**config.mk**
```make
export PLATFORM = sky130hd
export DESIGN_NAME = priority_tagged_request_queue_unit_flat
export DESIGN_NICKNAME = d
export VERILOG_FILES = /design/src/rtl/core/ptrq_pkg.sv /design/src/rtl/core/ptrq_in_if.sv /design/src/rtl/core/ptrq_out_if.sv /design/src/rtl/core/ptrq_ctrl.sv /design/src/rtl/core/ptrq_dp.sv /design/src/rtl/core/priority_tagged_request_queue_unit.sv /design/src/flat_wrapper.sv
export SDC_FILE = /design/constraint.sdc
export NUM_CORES = 1
export LEC_CHECK = 0
export ABC_CLOCK_PERIOD_IN_PS = 7100
export BUFFER_PORTS_ARGS = -buffer_cell sky130_fd_sc_hd__buf_4
export CORE_MARGIN = 8
export CORE_UTILIZATION = 40
export CTS_BUF_LIST = sky130_fd_sc_hd__clkbuf_16
export DETAILED_ROUTE_END_ITERATION = 12
export HOLD_SLACK_MARGIN = 0.12
export SLEW_MARGIN = 25
export SYNTH_ARGS = -nofsm -noshare
export SYNTH_HDL_FRONTEND = slang
export SYNTH_SLANG_ARGS = --single-unit
```
**constraint.sdc**
```tcl
create_clock -name clk -period 7.1 [get_ports clk]
set_input_delay 0.355 -clock clk [delete_from_list [all_inputs] [get_ports clk]]
set_output_delay 0.355 -clock clk [all_outputs]
set_load 0.02 [all_outputs]
```
**src/rtl/core/ptrq_pkg.sv**
```systemverilog
package ptrq_pkg;

  localparam int unsigned ClientW = 16;
  localparam int unsigned TagW    = 32;
  localparam int unsigned PosW    = 4;
  localparam int unsigned CountW  = 5;

  typedef enum logic [1:0] {
    CMD_INSERT = 2'd0,
    CMD_POP    = 2'd1,
    CMD_DELETE = 2'd2,
    CMD_QUERY  = 2'd3
  } cmd_t;

  typedef enum logic [1:0] {
    ERR_OK        = 2'd0,
    ERR_FULL      = 2'd1,
    ERR_EMPTY     = 2'd2,
    ERR_POS_RANGE = 2'd3
  } err_t;

  typedef enum logic {
    ST_IDLE = 1'b0,
    ST_EVAL = 1'b1
  } state_t;

  // commands from controller to datapath
  typedef struct packed {
    logic exec;   // apply accepted word to the queue
    logic load;   // capture the report into the output register
  } ctrl_t;

  typedef struct packed {
    logic               head_valid;
    logic [ClientW-1:0] head_client;
    logic               head_priority;
    logic [TagW-1:0]    head_tag;
    logic [PosW-1:0]    first_free_pos;
    logic [PosW-1:0]    first_limited_pos;
    logic               client_present;
    logic               all_same;
    logic [CountW-1:0]  entry_count;
    logic [1:0]         error_code;
  } result_t;

endpackage

```
**src/rtl/core/ptrq_in_if.sv**
```systemverilog
interface ptrq_in_if;
  logic        valid;
  logic        ready;
  logic [1:0]  command;
  logic [15:0] entry_client;
  logic        entry_priority;
  logic [31:0] entry_tag;
  logic [3:0]  position;
  logic [15:0] query_client;

  modport source (
    output valid, command, entry_client, entry_priority, entry_tag, position, query_client,
    input  ready
  );
  modport sink (
    input  valid, command, entry_client, entry_priority, entry_tag, position, query_client,
    output ready
  );
endinterface

```
**src/rtl/core/ptrq_out_if.sv**
```systemverilog
interface ptrq_out_if;
  logic        valid;
  logic        ready;
  logic        head_valid;
  logic [15:0] head_client;
  logic        head_priority;
  logic [31:0] head_tag;
  logic [3:0]  first_free_pos;
  logic [3:0]  first_limited_pos;
  logic        client_present;
  logic        all_same;
  logic [4:0]  entry_count;
  logic [1:0]  error_code;

  modport source (
    output valid, head_valid, head_client, head_priority, head_tag, first_free_pos,
           first_limited_pos, client_present, all_same, entry_count, error_code,
    input  ready
  );
  modport sink (
    input  valid, head_valid, head_client, head_priority, head_tag, first_free_pos,
           first_limited_pos, client_present, all_same, entry_count, error_code,
    output ready
  );
endinterface

```
**src/rtl/core/ptrq_ctrl.sv**
```systemverilog
module ptrq_ctrl (
  input  logic            clk,
  input  logic            rst_n,
  input  logic            in_valid,
  output logic            in_ready,
  input  logic            out_ready,
  output logic            out_valid,
  output ptrq_pkg::ctrl_t ctrl
);

  ptrq_pkg::state_t state_r, state_nxt;
  logic             out_valid_r, out_valid_nxt;
  logic             load;

  assign load = (state_r == ptrq_pkg::ST_EVAL) && (!out_valid_r || out_ready);

  always_comb begin
    state_nxt = state_r;
    case (state_r)
      ptrq_pkg::ST_IDLE: begin
        if (in_valid) state_nxt = ptrq_pkg::ST_EVAL;
      end
      ptrq_pkg::ST_EVAL: begin
        if (load) state_nxt = ptrq_pkg::ST_IDLE;
      end
      default: state_nxt = ptrq_pkg::ST_IDLE;
    endcase
  end

  always_comb begin
    in_ready  = 1'b0;
    ctrl.exec = 1'b0;
    ctrl.load = 1'b0;
    case (state_r)
      ptrq_pkg::ST_IDLE: begin
        in_ready  = 1'b1;
        ctrl.exec = in_valid;
      end
      ptrq_pkg::ST_EVAL: begin
        ctrl.load = load;
      end
      default: ;
    endcase
  end

  assign out_valid_nxt = load ? 1'b1 : (out_valid_r && !out_ready);
  assign out_valid     = out_valid_r;

  always_ff @(posedge clk) begin
    if (!rst_n) begin
      state_r     <= ptrq_pkg::ST_IDLE;
      out_valid_r <= 1'b0;
    end else begin
      state_r     <= state_nxt;
      out_valid_r <= out_valid_nxt;
    end
  end

endmodule

```
**src/rtl/core/ptrq_dp.sv**
```systemverilog
module ptrq_dp #(
  parameter int unsigned QUEUE_DEPTH = 16
) (
  input  logic                          clk,
  input  logic                          rst_n,
  input  ptrq_pkg::ctrl_t               ctrl,
  input  logic [1:0]                    command,
  input  logic [ptrq_pkg::ClientW-1:0]  entry_client,
  input  logic                          entry_priority,
  input  logic [ptrq_pkg::TagW-1:0]     entry_tag,
  input  logic [ptrq_pkg::PosW-1:0]     position,
  input  logic [ptrq_pkg::ClientW-1:0]  query_client,
  output ptrq_pkg::result_t             result
);

  localparam int unsigned PW  = $clog2(QUEUE_DEPTH);
  localparam int unsigned CW  = $clog2(QUEUE_DEPTH + 1);
  localparam int unsigned AW  = (CW > ptrq_pkg::PosW) ? CW : ptrq_pkg::PosW;
  localparam int unsigned XPW = (PW > ptrq_pkg::PosW) ? PW : ptrq_pkg::PosW;
  localparam int unsigned XCW = (CW > ptrq_pkg::CountW) ? CW : ptrq_pkg::CountW;

  logic [ptrq_pkg::ClientW-1:0] client_r [QUEUE_DEPTH];
  logic                         prio_r   [QUEUE_DEPTH];
  logic [ptrq_pkg::TagW-1:0]    tag_r    [QUEUE_DEPTH];
  logic [CW-1:0]                count_r, count_nxt;
  ptrq_pkg::err_t               err_r, err_nxt;
  logic [ptrq_pkg::ClientW-1:0] qclient_r;
  ptrq_pkg::result_t            res_r, res_nxt;

  ptrq_pkg::cmd_t cmd;
  logic [AW-1:0]  cnt_a, pos_a, rm_a;
  logic           full, empty, do_ins, do_rm;

  // command decode and checks against the current count
  always_comb begin
    cmd     = ptrq_pkg::cmd_t'(command);
    cnt_a   = AW'(count_r);
    pos_a   = AW'(position);
    full    = (count_r == CW'(QUEUE_DEPTH));
    empty   = (count_r == '0);
    do_ins  = 1'b0;
    do_rm   = 1'b0;
    rm_a    = '0;
    err_nxt = ptrq_pkg::ERR_OK;
    case (cmd)
      ptrq_pkg::CMD_INSERT: begin
        if (full) err_nxt = ptrq_pkg::ERR_FULL;
        else      do_ins  = 1'b1;
      end
      ptrq_pkg::CMD_POP: begin
        if (empty) err_nxt = ptrq_pkg::ERR_EMPTY;
        else       do_rm   = 1'b1;
      end
      ptrq_pkg::CMD_DELETE: begin
        rm_a = pos_a;
        if (pos_a >= cnt_a) err_nxt = ptrq_pkg::ERR_POS_RANGE;
        else                do_rm   = 1'b1;
      end
      default: ;
    endcase
    count_nxt = count_r;
    if (do_ins)     count_nxt = count_r + CW'(1);
    else if (do_rm) count_nxt = count_r - CW'(1);
  end

  // queue cells: write at the tail, shift toward the head past a removed slot
  for (genvar i = 0; i < QUEUE_DEPTH; i++) begin : g_cell
    logic wr_new, wr_shift;
    assign wr_new   = ctrl.exec && do_ins && (AW'(i) == cnt_a);
    if (i < QUEUE_DEPTH - 1) begin : g_sh
      assign wr_shift = ctrl.exec && do_rm && (AW'(i) >= rm_a);
      always_ff @(posedge clk) begin
        if (wr_new) begin
          client_r[i] <= entry_client;
          prio_r[i]   <= entry_priority;
          tag_r[i]    <= entry_tag;
        end else if (wr_shift) begin
          client_r[i] <= client_r[i+1];
          prio_r[i]   <= prio_r[i+1];
          tag_r[i]    <= tag_r[i+1];
        end
      end
    end else begin : g_last
      assign wr_shift = 1'b0;
      always_ff @(posedge clk) begin
        if (wr_new || wr_shift) begin
          client_r[i] <= entry_client;
          prio_r[i]   <= entry_priority;
          tag_r[i]    <= entry_tag;
        end
      end
    end
  end

  always_ff @(posedge clk) begin
    if (!rst_n) begin
      count_r <= '0;
    end else if (ctrl.exec) begin
      count_r <= count_nxt;
    end
  end

  always_ff @(posedge clk) begin
    if (ctrl.exec) begin
      err_r     <= err_nxt;
      qclient_r <= query_client;
    end
  end

  // per-cell hit vectors over the updated queue
  logic [QUEUE_DEPTH-1:0] free_hit, lim_hit, cli_hit, free_iso, lim_iso;
  logic [PW-1:0]          free_idx, lim_idx;
  logic [XPW-1:0]         free_x, lim_x;
  logic [XCW-1:0]         cnt_x;

  always_comb begin
    for (int unsigned i = 0; i < QUEUE_DEPTH; i++) begin
      free_hit[i] = (AW'(i) < cnt_a) && !prio_r[i];
      lim_hit[i]  = (AW'(i) < cnt_a) && prio_r[i];
      cli_hit[i]  = (AW'(i) < cnt_a) && (client_r[i] == qclient_r);
    end
    // isolate lowest hit, then encode the one-hot position
    free_iso = free_hit & (~free_hit + QUEUE_DEPTH'(1));
    lim_iso  = lim_hit & (~lim_hit + QUEUE_DEPTH'(1));
    free_idx = '0;
    lim_idx  = '0;
    for (int unsigned i = 0; i < QUEUE_DEPTH; i++) begin
      if (free_iso[i]) free_idx = free_idx | PW'(i);
      if (lim_iso[i])  lim_idx  = lim_idx | PW'(i);
    end
    free_x = XPW'(free_idx);
    lim_x  = XPW'(lim_idx);
    cnt_x  = XCW'(count_r);

    res_nxt.head_valid        = !empty;
    res_nxt.head_client       = empty ? '0 : client_r[0];
    res_nxt.head_priority     = empty ? 1'b0 : prio_r[0];
    res_nxt.head_tag          = empty ? '0 : tag_r[0];
    res_nxt.first_free_pos    = free_x[ptrq_pkg::PosW-1:0];
    res_nxt.first_limited_pos = lim_x[ptrq_pkg::PosW-1:0];
    res_nxt.client_present    = |cli_hit;
    res_nxt.all_same          = !((|free_hit) && (|lim_hit));
    res_nxt.entry_count       = cnt_x[ptrq_pkg::CountW-1:0];
    res_nxt.error_code        = err_r;
  end

  always_ff @(posedge clk) begin
    if (ctrl.load) res_r <= res_nxt;
  end

  assign result = res_r;

endmodule

```
**src/rtl/core/priority_tagged_request_queue_unit.sv**
```systemverilog
// channel   | dir | handshake     | payload
// ----------+-----+---------------+-------------------------------------------
// in_chan   | in  | valid / ready | command, entry fields, position, query id
// out_chan  | out | valid / ready | head entry, first positions, flags, count,
//           |     |               | error code
//
// each word is applied to the queue cells on the accept edge, and its report
// is captured into the output register in the eval state once that is free
// the report cycle is set by the per-cell compares and the lowest-hit encode
// reset clears the entry count, controller state and output valid; cell
// contents stay undefined until written
// a new word is taken while the previous report still waits; the report of
// that word is held back until the output register is emptied
module priority_tagged_request_queue_unit #(
  parameter int unsigned QUEUE_DEPTH = 16
) (
  input  logic  clk,
  input  logic  rst_n,
  ptrq_in_if.sink    in_chan,
  ptrq_out_if.source out_chan
);

  ptrq_pkg::ctrl_t   ctrl;
  ptrq_pkg::result_t result;

  // sequencing of accept and report
  ptrq_ctrl u_ctrl (
    .clk       (clk),
    .rst_n     (rst_n),
    .in_valid  (in_chan.valid),
    .in_ready  (in_chan.ready),
    .out_ready (out_chan.ready),
    .out_valid (out_chan.valid),
    .ctrl      (ctrl)
  );

  // queue cells, compares and report register
  ptrq_dp #(
    .QUEUE_DEPTH (QUEUE_DEPTH)
  ) u_dp (
    .clk            (clk),
    .rst_n          (rst_n),
    .ctrl           (ctrl),
    .command        (in_chan.command),
    .entry_client   (in_chan.entry_client),
    .entry_priority (in_chan.entry_priority),
    .entry_tag      (in_chan.entry_tag),
    .position       (in_chan.position),
    .query_client   (in_chan.query_client),
    .result         (result)
  );

  // report word onto the output channel
  assign out_chan.head_valid        = result.head_valid;
  assign out_chan.head_client       = result.head_client;
  assign out_chan.head_priority     = result.head_priority;
  assign out_chan.head_tag          = result.head_tag;
  assign out_chan.first_free_pos    = result.first_free_pos;
  assign out_chan.first_limited_pos = result.first_limited_pos;
  assign out_chan.client_present    = result.client_present;
  assign out_chan.all_same          = result.all_same;
  assign out_chan.entry_count       = result.entry_count;
  assign out_chan.error_code        = result.error_code;

endmodule

```
**src/flat_wrapper.sv**
```systemverilog
// flat-port wrapper written by rule: the top's interface ports become plain ports
module priority_tagged_request_queue_unit_flat 
#(
  parameter int unsigned QUEUE_DEPTH = 16
)
  (clk, rst_n, in_chan_valid, in_chan_command, in_chan_entry_client, in_chan_entry_priority, in_chan_entry_tag, in_chan_position, in_chan_query_client, in_chan_ready, out_chan_valid, out_chan_head_valid, out_chan_head_client, out_chan_head_priority, out_chan_head_tag, out_chan_first_free_pos, out_chan_first_limited_pos, out_chan_client_present, out_chan_all_same, out_chan_entry_count, out_chan_error_code, out_chan_ready);
  ptrq_in_if in_chan_i ();
  ptrq_out_if out_chan_i ();
  input  logic clk;
  input  logic rst_n;
  input wire logic [$bits(in_chan_i.valid)-1:0] in_chan_valid;
  input wire logic [$bits(in_chan_i.command)-1:0] in_chan_command;
  input wire logic [$bits(in_chan_i.entry_client)-1:0] in_chan_entry_client;
  input wire logic [$bits(in_chan_i.entry_priority)-1:0] in_chan_entry_priority;
  input wire logic [$bits(in_chan_i.entry_tag)-1:0] in_chan_entry_tag;
  input wire logic [$bits(in_chan_i.position)-1:0] in_chan_position;
  input wire logic [$bits(in_chan_i.query_client)-1:0] in_chan_query_client;
  output wire logic [$bits(in_chan_i.ready)-1:0] in_chan_ready;
  output wire logic [$bits(out_chan_i.valid)-1:0] out_chan_valid;
  output wire logic [$bits(out_chan_i.head_valid)-1:0] out_chan_head_valid;
  output wire logic [$bits(out_chan_i.head_client)-1:0] out_chan_head_client;
  output wire logic [$bits(out_chan_i.head_priority)-1:0] out_chan_head_priority;
  output wire logic [$bits(out_chan_i.head_tag)-1:0] out_chan_head_tag;
  output wire logic [$bits(out_chan_i.first_free_pos)-1:0] out_chan_first_free_pos;
  output wire logic [$bits(out_chan_i.first_limited_pos)-1:0] out_chan_first_limited_pos;
  output wire logic [$bits(out_chan_i.client_present)-1:0] out_chan_client_present;
  output wire logic [$bits(out_chan_i.all_same)-1:0] out_chan_all_same;
  output wire logic [$bits(out_chan_i.entry_count)-1:0] out_chan_entry_count;
  output wire logic [$bits(out_chan_i.error_code)-1:0] out_chan_error_code;
  input wire logic [$bits(out_chan_i.ready)-1:0] out_chan_ready;
  assign in_chan_i.valid = in_chan_valid;
  assign in_chan_i.command = in_chan_command;
  assign in_chan_i.entry_client = in_chan_entry_client;
  assign in_chan_i.entry_priority = in_chan_entry_priority;
  assign in_chan_i.entry_tag = in_chan_entry_tag;
  assign in_chan_i.position = in_chan_position;
  assign in_chan_i.query_client = in_chan_query_client;
  assign in_chan_ready = in_chan_i.ready;
  assign out_chan_valid = out_chan_i.valid;
  assign out_chan_head_valid = out_chan_i.head_valid;
  assign out_chan_head_client = out_chan_i.head_client;
  assign out_chan_head_priority = out_chan_i.head_priority;
  assign out_chan_head_tag = out_chan_i.head_tag;
  assign out_chan_first_free_pos = out_chan_i.first_free_pos;
  assign out_chan_first_limited_pos = out_chan_i.first_limited_pos;
  assign out_chan_client_present = out_chan_i.client_present;
  assign out_chan_all_same = out_chan_i.all_same;
  assign out_chan_entry_count = out_chan_i.entry_count;
  assign out_chan_error_code = out_chan_i.error_code;
  assign out_chan_i.ready = out_chan_ready;
  priority_tagged_request_queue_unit #(.QUEUE_DEPTH(QUEUE_DEPTH)) u_core (.clk(clk), .rst_n(rst_n), .in_chan(in_chan_i), .out_chan(out_chan_i));
endmodule
```
### Word-level counts from Yosys, hierarchy flattened

Memories as Yosys holds them, arrays and structs flattened. A register that Yosys moved wholly into a read port is not among the register bits.
Index checks and enable logic that the tools add are counted.

| operators by class | value |
|---|---|
| add/subtract/negate cells | 4 |
| $lt $le $gt $ge | 32 |
| equal/unequal tests | 34 |
| mux-type cells | 172 |
| bitwise logic cells | 50 |
| reductions and logical operators | 121 |

Operators with widths:

| cell | count |
|---|---|
| $mux W32 | 16 |
| $eq A16 B16 Y1 | 16 |
| $mux W16 | 16 |
| $mux W1 | 113 |
| $logic_and A1 B1 Y1 | 84 |
| $reduce_or A16 Y1 | 4 |
| $or A1 B1 Y1 | 45 |
| $eq A4 B5 Y1 const A | 8 |
| $lt A4 B5 Y1 const A | 8 |
| $ge A4 B5 Y1 const A | 7 |
| $add A16 B1 Y16 const B | 2 |
| $and A16 B16 Y16 | 2 |
| $not A16 Y16 | 2 |
| $reduce_or A32 Y1 | 1 |
| $mux W3 | 8 |
| $eq A3 B5 Y1 const A | 4 |
| $ge A3 B5 Y1 const A | 4 |
| $logic_not A1 Y1 | 20 |
| $lt A3 B5 Y1 const A | 4 |
| $mux W2 | 10 |
| $mux W4 | 4 |
| $reduce_or A8 Y1 | 2 |
| $eq A2 B5 Y1 const A | 2 |
| $ge A1 B5 Y1 const A | 2 |
| 22 further kinds | 29 |

| word-level totals | value |
|---|---|
| register bits | 60 |
| RAM bits | 784 |
| bits of input ports | 75 |
| output and inout bits | 69 |
| logic and storage cells | 436 |
| memories kept | 3 |

Memory list:

| name | words | width | read ports | clocked after memory_dff | wr ports | RTL line | RTL |
|---|---|---|---|---|---|---|---|
| u_core.u_dp.tag_r | 16 | 32 | 16 | 1 | 15 | ptrq_dp.sv:24 | `logic [ptrq_pkg::TagW-1:0] tag_r [QUEUE_DEPTH];` |
| u_core.u_dp.client_r | 16 | 16 | 16 | 0 | 15 | ptrq_dp.sv:22 | `logic [ptrq_pkg::ClientW-1:0] client_r [QUEUE_DEPTH];` |
| u_core.u_dp.prio_r | 16 | 1 | 16 | 0 | 15 | ptrq_dp.sv:23 | `logic prio_r [QUEUE_DEPTH];` |

### Longest topological paths before layout

Gate-level depths: netlist (run 1).
An unclocked memory read counts as a cell.

| logic depth | value |
|---|---|
| word-level depth | 17 |
| depth in mapped cells | 14 |
| gate-level depth less buffers | 10 |

### Modules after synthesis

Synthesis (run 1) repeated with hierarchy kept, for this count alone.

| unflattened totals | value |
|---|---|
| cells, all modules | 2463 |
| area total of the unflattened synthesis | 40194.8 sq um |

Modules (own cells, without submodules):

| module | times used | cells each | area an instance (sq um) | seq. area each (sq um) |
|---|---|---|---|---|
| ptrq_dp | 1 | 2454 | 40092.2 | 26195.1 |
| ptrq_ctrl | 1 | 9 | 102.6 | 40.0 |

### Worst setup path after synthesis (run 1)

OpenSTA, ideal clock, no wires.

| timing | value |
|---|---|
| path type | reg2reg |
| start point | register u_core.u_dp.count_r[1] (netlist: u_core.u_dp.cnt_a[1]) |
| end point | memory u_core.u_dp.client_r[0][0] (netlist bit), enable pin |
| arrival time | 5614 ps |
| required time | 6577 ps |
| path slack | 963 ps |
| stages on the path, launching flop included | 9 |
| path buffers | 1 |
| clock period less this slack | 6137 ps |
| cells stage by stage | dfxtp_1 clkbuf_1 inv_1 ha_1 a21o_1 a21o_1 a311oi_2 o21ai_2 o21ai_0 |

RTL lines:

| what | RTL line | RTL |
|---|---|---|
| from (decl) | ptrq_dp.sv:25 | `logic [CW-1:0] count_r, count_nxt;` |
| from (signal assigned) | ptrq_dp.sv:99 | `count_r <= count_nxt;` |
| to (decl) | ptrq_dp.sv:22 |  |

==> flow_metrics.env, run 1 <==
export IMPL_cp_start_kind="flop"
export IMPL_die_w_um=333
export IMPL_ff2ff_setup_slack_ps=2430
export IMPL_clk_pin_slew_ps=60
export IMPL_r2r_end="u_core.u_dp.tag_r[3][24]$_DFFE_PP_"
export IMPL_cts_tree="yes"
export IMPL_cts_resized=0
export IMPL_clock_root_buffer="clkbuf_16"
export IMPL_synth_edff_count=869
export IMPL_cp_slowest_cell="nor2b_4"
export IMPL_antenna_found_initial=7
export IMPL_grt_max_degree=51
export IMPL_final_setup_tns_ps=0
export IMPL_yosys_most_used_dff="edfxtp_1"
export IMPL_synth_top_area_cell="edfxtp_1"
export IMPL_gp_congestion=0.865
export IMPL_clk_latency_ps=670
export IMPL_synth_area_mm2=0.0401
export IMPL_ys_seq_area_frac=0.654
export IMPL_crit_path_max_incr_delay_ps=900
export IMPL_min_path_cells=3
export IMPL_crit_type="flop to flop"
export IMPL_tightest_slew_ps=1020
export IMPL_ir_drop_mv=0.189
export IMPL_dp_slack_ps=2460
export IMPL_die_area_mm2=0.111
export IMPL_synth_area_per_cell_um2=16.2
export IMPL_register_area_mm2=0.0262
export IMPL_cp_max_fo=28
export IMPL_hp_start="in_chan_command[1]"
export IMPL_hpwl_mm=65.4
export IMPL_gr_usage_all_layers=0.189
export IMPL_final_setup_viol_count=0
export IMPL_synth_area_leaders="edfxtp_1, mux2_2, xor2_1"
export IMPL_fin_ws_ps=2430
export IMPL_synth_nets=2571
export IMPL_crit_buf_inv=2
export IMPL_leakage_nw=15.5
export IMPL_holdWs_ps=166
export IMPL_synth_cells=2483
export IMPL_rsz0062_at_grt="no"
export IMPL_htree_levels=3
export IMPL_drt_total_wl_mm=107
export IMPL_hold_viol=0
export IMPL_drive_gt1_frac=0.404
export IMPL_dieHeight_um=333
export IMPL_skew_ps=37.2
export IMPL_rows=116
export IMPL_period_minus_slack_ps=4670
export IMPL_path_delay_family="compound AO/OA/AOI/OAI gates"
export IMPL_crit_cells=9
export IMPL_clock_sinks=876
export IMPL_relSlewSlack=0.311
export IMPL_vias=22538
export IMPL_reg2reg_depth=9
export IMPL_syn_to_final_growth_pct=16.3
export IMPL_port_buffers=143
export IMPL_dr_pass1_iters=5
export IMPL_status="finished, final reports clean"
export IMPL_async_reset_ff_frac=0
export IMPL_grt_pass1_vias=23709
export IMPL_cp_cell_sequence="inv_1, ha_1, a21o_1, a21o_1, a311oi_2, o21ai_0, nor2b_4, buf_4, mux2_2"
export IMPL_cts_buffer_depth=3
export IMPL_cts_buffers=95
export IMPL_first_iter_violations=2246
export IMPL_hold_end="u_core.u_dp.err_r[0]$_DFFE_PP_"
export IMPL_hp_class="input port to flop"
export IMPL_path_common_cell="a21o_1"
export IMPL_ys_warn_count=0
export IMPL_core_mm2=0.0997
export IMPL_grt_ovfl_total=0
export IMPL_synth_top_area_frac=0.650
export IMPL_grt_pass1_wl_mm=159
export IMPL_slew_violations=0
export IMPL_required_ps=7500
export IMPL_netlist_cell_type_count=63
export IMPL_maxCapViolCount=0
export IMPL_io_pins=144
export IMPL_fill_cells=8481
export IMPL_wl_per_cell_um=26.4
export IMPL_final_nets=2762
export IMPL_detail_route_antenna_nets=0
export IMPL_post_route_util=0.468
export IMPL_drc=0
export IMPL_critPathArrivalTime_ps=5060
export IMPL_end_kind="flop"
export IMPL_worstReg2RegStart="u_core.u_dp.cnt_a[1]$_SDFFE_PN0P_"
export IMPL_multi_input_area_mm2=0.0133
export IMPL_fin_crit_sh=0.657
export IMPL_powerDensity_mw_per_mm2=263
export IMPL_vias_per_cell=5.56
export IMPL_ys_seq_elements=876
export IMPL_initial_core_util=0.402
export IMPL_fmax_mhz=214
## how the worst max path moves through the flow
stage	to	slack, ps	from
finish	u_core.u_dp.tag_r[3][24]$_DFFE_PP_	2430	u_core.u_dp.cnt_a[1]$_SDFFE_PN0P_
global route	u_core.u_dp.tag_r[3][26]$_DFFE_PP_	2140	u_core.u_dp.cnt_a[1]$_SDFFE_PN0P_
CTS	u_core.u_dp.tag_r[3][24]$_DFFE_PP_	2460	u_core.u_dp.cnt_a[1]$_SDFFE_PN0P_
detailed placement	u_core.u_dp.tag_r[3][7]$_DFFE_PP_	2460	u_core.u_dp.cnt_a[1]$_SDFFE_PN0P_
global placement	u_core.u_dp.tag_r[3][7]$_DFFE_PP_	2680	u_core.u_dp.cnt_a[1]$_SDFFE_PN0P_
floorplan	u_core.u_dp.client_r[0][0]$_DFFE_PP_	960	u_core.u_dp.cnt_a[1]$_SDFFE_PN0P_
## flip-flops by register name, indices dropped and copies added (netlist names)
name and cells:
u_core.u_dp.tag_r 512, u_core.u_dp.client_r 256, u_core.u_dp.result 67, u_core.u_dp.prio_r 16, u_core.u_dp.qclient_r 16, u_core.u_dp.cnt_a 5
u_core.u_dp.err_r 2, u_core.u_ctrl.out_valid 1, u_core.u_ctrl.state_r 1
## area by class of cell
| cell class | instances | share of cell area |
|---|---|---|
| inverter | 17 | 0.00137 |
| clock inverter | 77 | 0.0143 |
| antenna | 1 | 0.0000536 |
| timing repair buffer | 270 | 0.0501 |
| clock buffer | 98 | 0.0525 |
| tap | 1298 | 0.0348 |
| multi-input combinational | 1414 | 0.285 |
| sequential | 876 | 0.562 |
## synthesized netlist by cell type (all sizes together), types with 4 or more instances
cell type,count
o211ai,5
nor2b,5
xor2,133
o22ai,11
edfxtp,869
a21o,5
nand3,20
xnor2,125
nand2,44
nor3,31
inv,17
and3,4
a31oi,8
nor2,46
ha,13
nand2b,8
and2,52
dfxtp,7
a21oi,25
nand4,38
or2,6
buf,89
nor4,32
clkbuf,87
o21ai,28
mux2,735
## cell usage in the layout (no fill, tap or decap), types with 4 or more instances in the layout
cell type,synthesis,final
and2_1,52,51
and3_1,4,4
buf_16,0,5
edfxtp_1,869,869
a21oi_1,25,25
nand2_2,0,4
o21ai_0,27,25
nand2b_1,8,7
dfxtp_1,7,7
nor4_1,32,31
o211ai_1,5,5
clkinv_2,0,15
a21o_1,5,4
o22ai_4,0,8
nand2_1,44,40
nand3_1,20,18
or2_2,6,6
mux2_2,725,725
inv_1,16,31
xnor2_1,125,125
nor3_2,1,7
clkbuf_16,0,98
a31oi_1,8,8
dlygate4sd3_1,0,68
mux2_4,9,9
nor2_1,44,43
nor3_1,30,24
buf_4,2,193
bufinv_16,0,11
ha_1,13,13
nand4_1,38,38
clkinv_1,0,29
xor2_1,133,133
## per-stage QoR
step                cells  instance area [um^2]  total power, mW
CTS                  4050                 46700             12.4
finish               4051                 46700             12.3
floorplan            2483                 40100             6.88
global route         4051                 46700             12.6
global placement     3799                 42700             7.33
detailed placement   3807                 42900             7.36
## logic make-up after synthesis
kind of cell               count (synthesis)  synth area share
and+or+nand+nor                          296            0.0395
adders and majority gates                 13           0.00405
DFF                                      876             0.654
buffers and inverters                    193            0.0210
AOI/OAI and AO/OA                        109            0.0173
muxes                                    738             0.208
xor gates and xnor gates                 258            0.0563
## timing repair
| item | in CTS | in global routing |
|---|---|---|
| hold buffers | 68 | 0 |
| endpoints found under the hold margin | 140 | 0 |
| setup buffers | 0 | 0 |
## power by group
group          total (mW)  switching [mW]  internal (mW)
combinational        1.26           0.739          0.523
sequential           6.02          0.0871           5.93
clock                4.98            2.08           2.90
total                12.3            2.91           9.35
## worst min-delay path: cells and delay by family
kind / cells / cell delay [ps]
adders and majority gates: 1 / 160
AOI/OAI and AO/OA: 1 / 50
buffers and inverters: 1 / 100
## routing by layer
metal,part of all wire,GRT usage,vias to the layer above
met4,0.036,0.0692,0
li1,-,-,9839
met2,0.48,0.312,770
met3,0.050,0.0284,225
met5,0,0,-
met1,0.44,0.251,11704
Note: power is estimated with default switching activity, not from simulation.
==> inputs of run 2 (changes only) <==
--- a/config.mk
+++ b/config.mk
@@ -5,7 +5,7 @@
 export SDC_FILE = /design/constraint.sdc
 export NUM_CORES = 1
 export LEC_CHECK = 0
-export ABC_CLOCK_PERIOD_IN_PS = 7100
+export ABC_CLOCK_PERIOD_IN_PS = 4600
 export BUFFER_PORTS_ARGS = -buffer_cell sky130_fd_sc_hd__buf_4
 export CORE_MARGIN = 8
 export CORE_UTILIZATION = 40
==> constraint.sdc (replaced) <==
create_clock -name clk -period 4.6 [get_ports clk]
set_input_delay 0.23 -clock clk [delete_from_list [all_inputs] [get_ports clk]]
set_output_delay 0.23 -clock clk [all_outputs]
set_load 0.02 [all_outputs]
==> run 2 against run 1 <==
Sequential share of layout area decreased by 0.10 points. Total power increased by 52%. Fmax increased by 17%. Global-route usage decreased by 1.4 points. Sequential power increased by 54%. Largest cell class unchanged. Flip-flop and latch count unchanged. Cell count increased by 0.37%. Non-clock buffer count increased by 15. Die area unchanged. Wire length decreased by 7.2%. Critical path depth decreased by 1. Worst hold slack improved by 100 ps.
==> flow_metrics.env, run 2 (same netlist as run 1, synthesis figures left out) <==
export IMPL_largest_register="u_core.u_dp.tag_r"
export IMPL_cts_tree="yes"
export IMPL_gp_congestion=0.877
export IMPL_leakage_nw=15.5
export IMPL_vias_per_cell=5.46
export IMPL_drc=0
export IMPL_largest_reg_flops=512
export IMPL_die_w_um=333
export IMPL_critPathArrivalTime_ps=4390
export IMPL_io_pins=144
export IMPL_antenna_found_initial=4
export IMPL_share_comb_of_total_power=0.103
export IMPL_clock_sinks=876
export IMPL_core_mm2=0.0997
export IMPL_relSlewSlack=0.333
export IMPL_final_common_cell="edfxtp_1"
export IMPL_drt_total_wl_mm=99.4
export IMPL_grt_max_degree=51
export IMPL_rows=116
export IMPL_die_area_mm2=0.111
export IMPL_grt_ovfl_total=0
export IMPL_p_sw_frac=0.240
export IMPL_cp_max_fo=13
export IMPL_dieHeight_um=333
export IMPL_pwr_share_seq=0.499
export IMPL_clock_power_share=0.398
export IMPL_fmax_mhz=250
export IMPL_hp_class="input port to flop"
export IMPL_cts_resized=0
export IMPL_cts_buffers=96
export IMPL_cts_buffer_depth=3
export IMPL_period_minus_slack_ps=4000
export IMPL_powerDensity_mw_per_mm2=399
export IMPL_wl_met2_mm=47.3
export IMPL_post_cts_buffers=0
export IMPL_hold_viol=0
export IMPL_gr_usage_all_layers=0.175
export IMPL_maxCapViolCount=0
export IMPL_grt_pass1_vias=23025
export IMPL_crit_type="flop to flop"
export IMPL_dr_pass1_iters=7
export IMPL_first_iter_violations=1780
export IMPL_skew_ps=39.3
export IMPL_end_kind="flop"
export IMPL_final_setup_viol_count=0
export IMPL_fill_cells=8479
export IMPL_dr_wl_met3_mm=5.44
export IMPL_rsz0062_at_grt="no"
export IMPL_register_area_mm2=0.0262
export IMPL_final_nets=2778
export IMPL_required_ps=4980
export IMPL_clk_pin_slew_ps=60
export IMPL_fin_crit_sh=0.870
export IMPL_vias=22198
export IMPL_syn_to_final_growth_pct=16.5
export IMPL_p_sw_mw=4.47
export IMPL_final_cells=4066
export IMPL_hpwl_mm=63.5
export IMPL_internal_power_mw=14.2
export IMPL_ir_drop_mv=0.267
export IMPL_wl_per_cell_um=24.4
export IMPL_status="finished, final reports clean"
export IMPL_grt_pass1_wl_mm=149
export IMPL_drive_gt1_frac=0.405
export IMPL_multi_input_area_mm2=0.0133
export IMPL_numPlacedInstances=3818
export IMPL_routedLengthMet1_mm=44.2
export IMPL_detail_route_antenna_nets=0
export IMPL_slew_violations=0
export IMPL_post_route_util=0.469
export IMPL_routed_top_layer="met4"
export IMPL_final_cell_mix="edfxtp_1, mux2_2, buf_4"
export IMPL_initial_core_util=0.402
export IMPL_clk_latency_ps=670
export IMPL_port_buffers=143
export IMPL_clock_root_buffer="clkbuf_16"
export IMPL_cp_start_kind="flop"
export IMPL_tightest_slew_ps=1000
export IMPL_htree_levels=3
run 2: worst max-delay path, cell delays in order (launching register included):
cell	delay (ps)
dfxtp_1	430
buf_4	250
nor3_2	540
o21ai_0	330
a221oi_1	740
nand2_1	270
or3_1	460
a2bb2oi_1	170
nor2_1	530
run 2: final timing paths:
path | from | end | slack (ps) | depth (start not counted)
hold / removal | in_chan_valid | u_core.u_dp.err_r[1]$_DFFE_PP_ | 270 | 3
setup reg to reg | u_core.u_dp.cnt_a[2]$_SDFFE_PN0P_ | u_core.u_dp.result[7]$_DFFE_PP_ | 600 | 8
setup / recovery | u_core.u_dp.cnt_a[2]$_SDFFE_PN0P_ | u_core.u_dp.result[7]$_DFFE_PP_ | 600 | 8
hold reg to reg | u_core.u_dp.err_r[1]$_DFFE_PP_ | u_core.u_dp.result[1]$_DFFE_PP_ | 500 | 0
run 2: final cells by class:
class / count / share of cell area
Clock buffer: 96 / 0.0514
Tap cell: 1298 / 0.0347
Timing Repair Buffer: 285 / 0.0541
Antenna cell: 1 / 0.0000535
Clock inverter: 79 / 0.0132
Multi-Input combinational cell: 1414 / 0.284
Sequential cell: 876 / 0.561
Inverter: 17 / 0.00136
run 2: power by group through the flow:
stage	combinational [mW]	sequential, mW	clock [mW]
floorplan	1.14	9.47	0
global placement	1.83	9.47	0
detailed placement	1.87	9.48	0
CTS	1.93	9.31	7.63
global route	2.06	9.33	7.90
finish	1.92	9.30	7.42
run 2: timing repair:
action,in CTS,in global routing
hold buffers,70,0
setup endpoints to repair,0,0
endpoints found under the hold margin,809,0
run 2: per-stage QoR:
step           TNS, ps  hold slack [ps]  setup slack [ps]  power, mW  instance area (um^2)
6_report             0              270               597       18.6                 46800
5_1_grt              0              268               405       19.3                 46800
4_1_cts              0              228               637       18.9                 46700
3_5_place_dp         0              409               662       11.3                 43000
3_3_place_gp         0              410               710       11.3                 43000
2_1_floorplan   -73010              329              -428       10.6                 40200
run 2: layer usage:
metal / up-vias / track usage
met3: 153 / 0.0328
li1: 9895 / -
met4: 0 / 0.0522
met1: 11535 / 0.236
met2: 615 / 0.287
met5: - / 0
